## config.mk

```make
export PLATFORM = sky130hd
export DESIGN_NAME = skvt_cell
export DESIGN_NICKNAME = d
export VERILOG_FILES = /design/src/hdl/skvt_pkg.sv /design/src/hdl/skvt_cell.sv
export SDC_FILE = /design/constraint.sdc
export NUM_CORES = 1
export LEC_CHECK = 0
export ABC_CLOCK_PERIOD_IN_PS = 9700
export BUFFER_PORTS_ARGS = -buffer_cell sky130_fd_sc_hd__buf_2
export CAP_MARGIN = 40
export CORE_MARGIN = 5
export CORE_UTILIZATION = 46
export CTS_CLUSTER_SIZE = 16
export DETAILED_ROUTE_END_ITERATION = 6
export HOLD_SLACK_MARGIN = 0.05
export MAX_ROUTING_LAYER = met4
export PLACE_DENSITY = 0.95
export SLEW_MARGIN = 5
export SYNTH_ARGS = -nofsm -noshare
export SYNTH_HDL_FRONTEND = slang
export SYNTH_SLANG_ARGS = --single-unit
```

## constraint.sdc

```tcl
create_clock -name clk -period 9.7 [get_ports clk]
set_clock_uncertainty 0.1 [all_clocks]
set_input_delay 1.455 -clock clk [delete_from_list [all_inputs] [get_ports clk]]
set_output_delay 1.455 -clock clk [all_outputs]
set_load 0.02 [all_outputs]
```

## src/hdl/skvt_pkg.sv

```systemverilog
// shared types, constants and command codes of the sorted key/value table
package skvt_pkg;

  localparam int CAPACITY = 64;
  localparam int KEY_BITS = 32;
  localparam int IDX_W    = $clog2(CAPACITY);
  localparam int CNT_W    = $clog2(CAPACITY + 1);
  localparam int VAL_W    = 16;

  // command codes
  typedef enum logic [2:0] {
    CMD_PUT_DEF   = 3'd0,
    CMD_PUT_REL   = 3'd1,
    CMD_PUT_UNDEF = 3'd2,
    CMD_REMOVE    = 3'd3,
    CMD_LOOKUP    = 3'd4
  } cmd_t;

  // status codes
  typedef enum logic [1:0] {
    STAT_OK        = 2'd0,
    STAT_FULL      = 2'd1,
    STAT_NOT_FOUND = 2'd2
  } status_t;

  // entry state codes
  localparam logic [1:0] ENT_UNDEF = 2'b00;
  localparam logic [1:0] ENT_DEF   = 2'b01;
  localparam logic [1:0] ENT_REL   = 2'b11;

  typedef struct packed {
    logic [2:0]          command;
    logic [KEY_BITS-1:0] key;
    logic [VAL_W-1:0]    value;
  } req_t;

  typedef struct packed {
    logic [1:0]       status;
    logic             found;
    logic [5:0]       slot;
    logic [VAL_W-1:0] word_value;
    logic             is_defined;
    logic             is_relative;
    logic [6:0]       entries;
  } rsp_t;

  typedef struct packed {
    logic [KEY_BITS-1:0] key;
    logic [VAL_W-1:0]    value;
    logic [1:0]          state;
  } entry_t;

  // update control broadcast along the cell row
  typedef struct packed {
    logic   en;
    logic   insert;
    logic   remove;
    logic   modify;
    logic   write_value;
    entry_t entry;
  } cell_ctl_t;

endpackage

```

## src/hdl/skvt_cell.sv

```systemverilog
// one cell of the sorted row: holds an entry, compares and shifts with neighbors
module skvt_cell (
  input  logic                           clk,
  input  logic                           cmp_en,
  input  logic [skvt_pkg::KEY_BITS-1:0]  cmp_key,
  input  logic                           occupied,
  input  skvt_pkg::cell_ctl_t            ctl,
  input  skvt_pkg::entry_t               left,
  input  logic                           left_lt,
  input  skvt_pkg::entry_t               right,
  output skvt_pkg::entry_t               entry,
  output logic                           lt,
  output logic                           eq
);

  // compare flags, captured when a request is taken
  always_ff @(posedge clk) begin
    if (cmp_en) begin
      lt <= occupied && (entry.key < cmp_key);
      eq <= occupied && (entry.key == cmp_key);
    end
  end

  // insert shifts up, remove shifts down, modify writes the matching cell
  always_ff @(posedge clk) begin
    if (ctl.en) begin
      if (ctl.insert) begin
        if (!lt) begin
          entry <= left_lt ? ctl.entry : left;
        end
      end else if (ctl.remove) begin
        if (!lt) begin
          entry <= right;
        end
      end else if (ctl.modify && eq) begin
        entry.state <= ctl.entry.state;
        if (ctl.write_value) begin
          entry.value <= ctl.entry.value;
        end
      end
    end
  end

endmodule

```

# Word-level counts from Yosys, hierarchy flattened
# Index checks and enable logic that the tools add are counted.
# totals
regBits	52
ram_bits	0
elab_cells	27
inputBits	191
mem_count	0
out_inout_bits	52
latch_bits	0
mem_bits_ro	0
# classes
add_sub_neg	0
n_shift	0
bitwise	1
div_mod_pow	0
reduce_logical	9
mux	8
magnitude_cmp	1
multipliers	0
n_eq_ne	3
# ops
cell	n
$mux W50	4
$mux W18	2
$eq A32 B32 Y1	1
$lt A32 B32 Y1	1
$mux W32	1
$mux W16	1
$reduce_bool A3 Y1	2
$reduce_and A5 Y1	1
$ne A2 B2 Y1 const B	2
$reduce_and A4 Y1	1
$logic_and A1 B1 Y1	3
$reduce_and A3 Y1	1
$reduce_bool A2 Y1	1
$not A1 Y1	1

# Logic depth before layout (Yosys ltp)
# Gate-level depths: netlist of run 1.
# depth
word_depth	4
depth_mapped	7

# Worst setup path before layout of run 1
# No wires, ideal clock.
# synth_path
path_type	input -> register
start	input port ctl[52] (netlist bit)
end	register entry[18] (netlist bit), enable pin
path_stages	3
required_ps	9132
n_path_buf	1
slack_ps	5052
arrival_ps	4080
path_cell_list	buf_2 nor2_2 nor3b_1
# synth_between
elab_chain_len	2
# synth_rtl
element	line_no	rtl
start: declaration	skvt_cell.sv:7	input skvt_pkg::cell_ctl_t ctl,
$reduce_bool A2 Y1 (no line)	--	
$reduce_and A3 Y1 (no line)	--	
end signal: assignment	skvt_cell.sv:29	entry <= left_lt ? ctl.entry : left;
end signal: assignment	skvt_cell.sv:33	entry <= right;
end: declaration	skvt_cell.sv:11	output skvt_pkg::entry_t entry,
# No other way between the ends.
# A chain may end at the register's enable or synchronous reset.

# Worst setup path after layout of run 1
# layout_path
start	input port ctl[53] (netlist bit)
end	register entry[10] (netlist bit), enable pin
# layout_between
elab_chain_len	2
word_cells_on_any_way	4
classes_between	1 x eq/ne; 3 x reduce/logical
# layout_rtl
element
$ne A2 B2 Y1 (no line) / $reduce_bool A3 Y1 (equally long branches)
$reduce_and A5 Y1 (no line) (*)
# Mark *: on every way between the ends. The rest lies on a longest branch, timed or not.

==> flow_metrics.tcl, run 1 <==
set metrics [dict create \
    synth_flop_cell "edfxtp_1" \
    cts_root_buffer "clkbuf_8" \
    synth-edff-count 52 \
    power.total_uw 549 \
    yosysSeqAreaShare 0.424 \
    port_buffers 242 \
    drt-total-wl_mm 11.3 \
    synthArstFlopShare 0 \
    crit_path_max_incr_delay_ns 0.71 \
    finalSetupTns_ns 0 \
    critPathMaxFanout 102 \
    numCtsBuffers 5 \
    worstMarginPinSlew_ns 0.929 \
    yosysUniqueCellTypes 33 \
    antenna_found_initial 0 \
    power_per_cell_area_nw_per_um2 109 \
    cp-start-kind "input port" \
    cts_resized 0 \
    drv_slew 0 \
    grt_pass1_wl_mm 17.8 \
    synth_area_per_cell_um2 10.2 \
    p_leak_uw 0.00252 \
    synth_fp_nets 583 \
    cts.path.max_buffers 2 \
    holdPathEnd "lt" \
    ys_ff_latch 52 \
    ff2ff_path_depth 6 \
    die_x_um 99.5 \
    ios 243 \
    dp_hpwl_mm 9.35 \
    fp.coreArea_um2 7770 \
    hold_class "reg2reg" \
    grt_pass1_vias 3886 \
    grt-ovfl-total 0 \
    hold_viol 0 \
    drv_cap 0 \
    diodes 0 \
    num_vias 3590 \
    nets 814 \
    clk_pin_slew_ns 0.09 \
    ant_nets 0 \
    drive_gt1_frac 0.439 \
    track_usage 0.230 \
    layout_commonest_cell "buf_2" \
    drc 0 \
    relSlewSlack 0.381 \
    timing_worst_setup_path_type "in2reg" \
    dieHeight_um 99.5 \
    vias_per_cell 5.17 \
    status "finished, final reports clean" \
    end_kind "flop" \
    r2r-start "entry[31]" \
    arrival_ns 3.40 \
    gp_congestion 0.957 \
    reg2reg_to "lt" \
    clock-sinks 52 \
    vdd_ir_drop_max_mv 0.0727 \
    area_growth_pct 36.3 \
    rows 32 \
    first_iter_violations 88 \
    dieArea_um2 9900 \
    grt_max_degree 103 \
    rrSetupSlack_ns 7.74 \
    worstSkewPairLatency_ns 0.30 \
    rsz0062_at_grt "false" \
    fmax_mhz 281 \
    layout_common_cells "242 x buf_2, 61 x a21oi_1, 52 x edfxtp_1" \
    cp.required_ns 9.54 \
    htreeDepth 2 \
    fillers 605 \
    min_period_ns 3.56 \
    post_cts.repair.setup_buffers 0 \
    post_drt_wl_per_cell_um 16.2 \
    setup_viol 0 \
    hold_depth 3 \
    drtPass1Iterations 4 \
    min_from "entry[49]" \
    netlist_instances 360 \
    path_cells "buf_2 > buf_4 > nor2_2 > o21ai_1 > and2_1 > o31a_1" \
    critical_path.slowest_cell "buf_4" \
    period_share 0.367 \
    cts_tree "yes" \
    ctsHoldBuffers 0 \
    yosysWarnings 0 \
    start_util 0.474 \
    syn_area_um2 3680 \
]
==> layout make-up <==
class | count | area [um2] | share of cell area
clock buffer | 6 | 72.6 | 0.0145
clock inverter | 2 | 16.3 | 0.00324
inverter | 32 | 120 | 0.0239
multi-input combinational | 255 | 1890 | 0.376
sequential | 52 | 1560 | 0.311
tap | 102 | 128 | 0.0254
timing repair buffer | 245 | 1230 | 0.246
==> worst max-delay path, delay by kind of cell <==
kind | cells | cell delay, ns
buf+inv | 2 | 0.79
simple gates | 2 | 0.34
compound gates | 2 | 0.79
==> cells in the mapped netlist (2+ instances only) <==
library cell / count / area (um2)
a211oi_1: 19 / 143
a21o_1: 3 / 22.5
a21oi_1: 61 / 305
buf_2: 7 / 35.0
buf_4: 6 / 45.0
clkbuf_1: 7 / 26.3
edfxtp_1: 52 / 1560
ha_1: 32 / 400
inv_1: 32 / 120
mux2i_1: 50 / 500
nand2_1: 6 / 22.5
nand3_1: 2 / 10.0
nand4_1: 5 / 31.3
nand4_2: 2 / 25.0
nor2_1: 35 / 131
nor2b_1: 19 / 119
nor4_1: 2 / 12.5
nor4_2: 2 / 25.0
o21a_1: 2 / 15.0
o21ai_0: 2 / 10.0
o21ai_1: 2 / 10.0
==> registers in the layout, indices dropped and copies added, names as in the netlist <==
signal,count
entry,50
lt,1
eq,1
==> report_power, final <==
part	switching, uW	total [uW]	internal (uW)
registers	6.35	272	265
clock network	70.2	122	51.5
logic	83.8	156	71.8
total	160	549	389
==> routing by layer <==
metal / vias to the layer above / part of all wire / GRT usage
met5: - / 0 / -
met4: 0 / 0.016 / 0.0578
met3: 18 / 0.085 / 0.0582
met2: 161 / 0.54 / 0.435
met1: 1627 / 0.35 / 0.234
li1: 1784 / - / -
==> through the flow <==
| stage | instance area (um2) | std cells | worst slack (ns) | hold slack, ns | utilization |
|---|---|---|---|---|---|
| 6_report | 5020 | 694 | 6.14 | 0.698 | 0.646 |
| 5_1_grt | 5020 | 694 | 5.94 | 0.731 | 0.646 |
| 4_1_cts | 5020 | 694 | 6.15 | 0.705 | 0.646 |
| 3_5_place_dp | 4930 | 686 | 5.83 | 0.690 | 0.635 |
| 3_3_place_gp | 4930 | 686 | 5.98 | 0.696 | 0.635 |
| 2_1_floorplan | 3680 | 360 | 5.05 | 0.780 | - |
==> worst max path at each step <==
stage                  from         to  slack (ns)  cells past startpoint
floorplan           ctl[52]  entry[18]        5.05                      3
global placement    ctl[53]  entry[13]        5.98                      6
detailed placement  ctl[53]   entry[4]        5.83                      6
CTS                 ctl[53]  entry[10]        6.15                      6
global route        ctl[53]  entry[13]        5.94                      6
finish              ctl[53]  entry[10]        6.14                      6
==> logic make-up after synthesis <==
kind of cell             after synthesis  share of synthesized area
AO/OA/AOI/OAI                         95                      0.153
AND/OR/NAND/NOR                       78                      0.114
buffers and inverters                 53                     0.0645
flip-flops                            52                      0.424
multiplexers                          50                      0.136
adder cells (fa/ha/maj)               32                      0.109
No activity file was read; power rests on OpenSTA's default activity.
==> run 2, diff against run 1 <==
--- a/config.mk
+++ b/config.mk
@@ -5,16 +5,17 @@
 export SDC_FILE = /design/constraint.sdc
 export NUM_CORES = 1
 export LEC_CHECK = 0
-export ABC_CLOCK_PERIOD_IN_PS = 9700
+export ABC_AREA = 1
+export ABC_CLOCK_PERIOD_IN_PS = 3300
 export BUFFER_PORTS_ARGS = -buffer_cell sky130_fd_sc_hd__buf_2
 export CAP_MARGIN = 40
 export CORE_MARGIN = 5
-export CORE_UTILIZATION = 46
+export CORE_UTILIZATION = 43
 export CTS_CLUSTER_SIZE = 16
 export DETAILED_ROUTE_END_ITERATION = 6
 export HOLD_SLACK_MARGIN = 0.05
 export MAX_ROUTING_LAYER = met4
-export PLACE_DENSITY = 0.95
+export PLACE_DENSITY = 0.93
 export SLEW_MARGIN = 5
 export SYNTH_ARGS = -nofsm -noshare
 export SYNTH_HDL_FRONTEND = slang
==> constraint.sdc (replaced) <==
create_clock -name clk -period 3.3 [get_ports clk]
set_clock_uncertainty 0.1 [all_clocks]
set_input_delay 0.495 -clock clk [delete_from_list [all_inputs] [get_ports clk]]
set_output_delay 0.495 -clock clk [all_outputs]
set_load 0.02 [all_outputs]
==> run 2 against run 1 <==
  * Sequential power rose to 2.9 times the previous value
  * Register-to-register slack worse by 6.2 ns
  * Synthesized cell count up 24%
  * Via count up 14%
  * Critical path type unchanged
  * Largest cell class unchanged
  * Highest routed layer unchanged
==> flow_metrics.tcl, run 2 <==
set metrics [dict create \
    status "finished, final reports clean" \
    worstSkewPairLatency_ns 0.29 \
    numCtsBuffers 5 \
    cts.path.max_buffers 2 \
    largest_reg_flops 50 \
    drtPass1Iterations 5 \
    synth_fp_nets 669 \
    die_x_um 102 \
    synthTopCellsByCount "75 x nor2_1, 66 x nand2_1, 64 x o21ai_0, 52 x edfxtp_1, 44 x inv_1" \
    syn_area_um2 3650 \
    cp-start-kind "input port" \
    worst_slack_ns 1.45 \
    cts_resized 0 \
    fmax_mhz 540 \
    vdd_ir_drop_max_mv 0.165 \
    diodes 0 \
    ys_ff_latch 52 \
    layout_common_cells "242 x buf_2, 75 x nor2_1, 66 x nand2_1" \
    ios 243 \
    reg2reg_to "lt" \
    setup_viol 0 \
    grt-ovfl-total 0 \
    nets 897 \
    top_register "entry" \
    grt_pass1_vias 4186 \
    end_kind "flop" \
    critPathMaxFanout 51 \
    post_cts.repair.setup_buffers 0 \
    reg_top3 "entry (50), eq (1), lt (1)" \
    p_leak_uw 0.00249 \
    port_buffers 242 \
    placement.cell_area_um2 4870 \
    synth_flop_cell "edfxtp_1" \
    htreeDepth 2 \
    yosys.area.top_type "edfxtp_1" \
    ant_nets 0 \
    yosysUniqueCellTypes 26 \
    place_ws_ns 1.14 \
    yosysWarnings 0 \
    rsz0062_at_grt "false" \
    yosysTopAreaCellShare 0.428 \
    cts_root_buffer "clkbuf_8" \
    drt-total-wl_mm 11.9 \
    clock-sinks 52 \
    power_per_cell_area_nw_per_um2 322 \
    fp.coreArea_um2 8260 \
    timing_worst_setup_path_type "in2reg" \
    drc 0 \
    area_growth_pct 35.7 \
    vias_per_cell 5.25 \
    yosysSeqAreaShare 0.428 \
    cp.required_ns 3.33 \
    synth_area_per_cell_um2 8.18 \
    track_usage 0.230 \
    layout_commonest_cell "buf_2" \
    cts_tree "yes" \
    holdPathEnd "eq" \
    min_from "cmp_en" \
    ff2ff_path_depth 8 \
    worstMarginPinSlew_ns 0.885 \
    synth-edff-count 52 \
    drv_slew 0 \
    hold_class "in2reg" \
    gp_congestion 0.882 \
    synthTopCellsByArea "edfxtp_1 43%, ha_1 11%, o21ai_0 8.8%" \
    fillers 705 \
    finalSetupTns_ns 0 \
    dieArea_um2 10400 \
    num_vias 4090 \
    grt_max_degree 52 \
    synthArstFlopShare 0 \
    rrSetupSlack_ns 1.54 \
    start_util 0.442 \
    yosysMostFrequentCell "nor2_1" \
    min_period_ns 1.85 \
    grt_pass1_wl_mm 18.5 \
    ctsHoldBuffers 0 \
    period_share 0.561 \
    rows 33 \
    relSlewSlack 0.410 \
    dieHeight_um 102 \
    clk_pin_slew_ns 0.09 \
    antenna_found_initial 0 \
    hold_depth 1 \
    fin_area_um2 4950 \
    post_drt_wl_per_cell_um 15.2 \
    dp_hpwl_mm 9.60 \
    first_iter_violations 191 \
    netlist_instances 446 \
    drv_cap 0 \
    arrival_ns 1.88 \
    drive_gt1_frac 0.389 \
    r2r-start "entry[49]" \
    hold_viol 0 \
]
-- run 2: cell types whose count changed in the layout (fill, tap and decap cells not counted), moves of 19 or more --
| cell | previous run | this run |
|---|---|---|
| o21ai_0 | 2 | 64 |
| a21oi_1 | 61 | 12 |
| nand2_1 | 6 | 66 |
| o21ai_1 | 2 | 38 |
| mux2i_1 | 50 | 0 |
| nor2_1 | 35 | 75 |
| nor2b_1 | 19 | 0 |
-- run 2: report_power, final --
group          internal, uW  switching [uW]  total [uW]
sequential              781            18.2         800
combinational           191             260         451
clock                   144             202         346
-- run 2: metal layers --
layer,global-route usage,vias to the layer above,part of all wire
met3,0.0362,36,0.092
met1,0.259,1835,0.37
li1,-,1980,-
met4,0.0838,0,0.029
met2,0.409,239,0.51
met5,-,-,0
-- run 2: kinds of logic after synthesis --
family	synth area share
compound gates	0.203
buf+inv	0.0881
simple gates	0.171
flops	0.428
fa+ha+maj	0.110
-- run 2: worst max-delay path by stage --
stage                     end  slack [ns]  depth (start not counted)     from
floorplan           entry[10]        0.77                          5  ctl[53]
global placement    entry[10]        1.25                          5  ctl[52]
detailed placement   entry[7]        1.14                          5  left_lt
CTS                  entry[7]        1.46                          5  left_lt
global route         entry[5]        1.28                          5  left_lt
finish               entry[2]        1.45                          5  left_lt
-- run 2: cell type report --
type	instances	area, um2	share of cell area
clock buffers	5	68.8	0.0139
clock inverters	2	12.5	0.00253
inverters	47	176	0.0356
multi-input cells	323	1770	0.357
flip-flops and latches	52	1560	0.315
well taps	105	131	0.0265
repair buffers	245	1230	0.249
-- run 2: worst max-delay path: stages --
cell     delay [ns]
buf_2          0.09
buf_4          0.25
inv_2          0.68
nor2_1         0.09
o22ai_1        0.22
-- run 2: stage by stage --
stage	total power (uW)	std cells	utilization	hold slack [ns]
floorplan	1060	446	-	0.507
global placement	1240	772	0.590	0.614
detailed placement	1270	772	0.590	0.618
CTS	1610	779	0.600	0.309
global route	1700	779	0.600	0.302
finish	1600	779	0.600	0.320
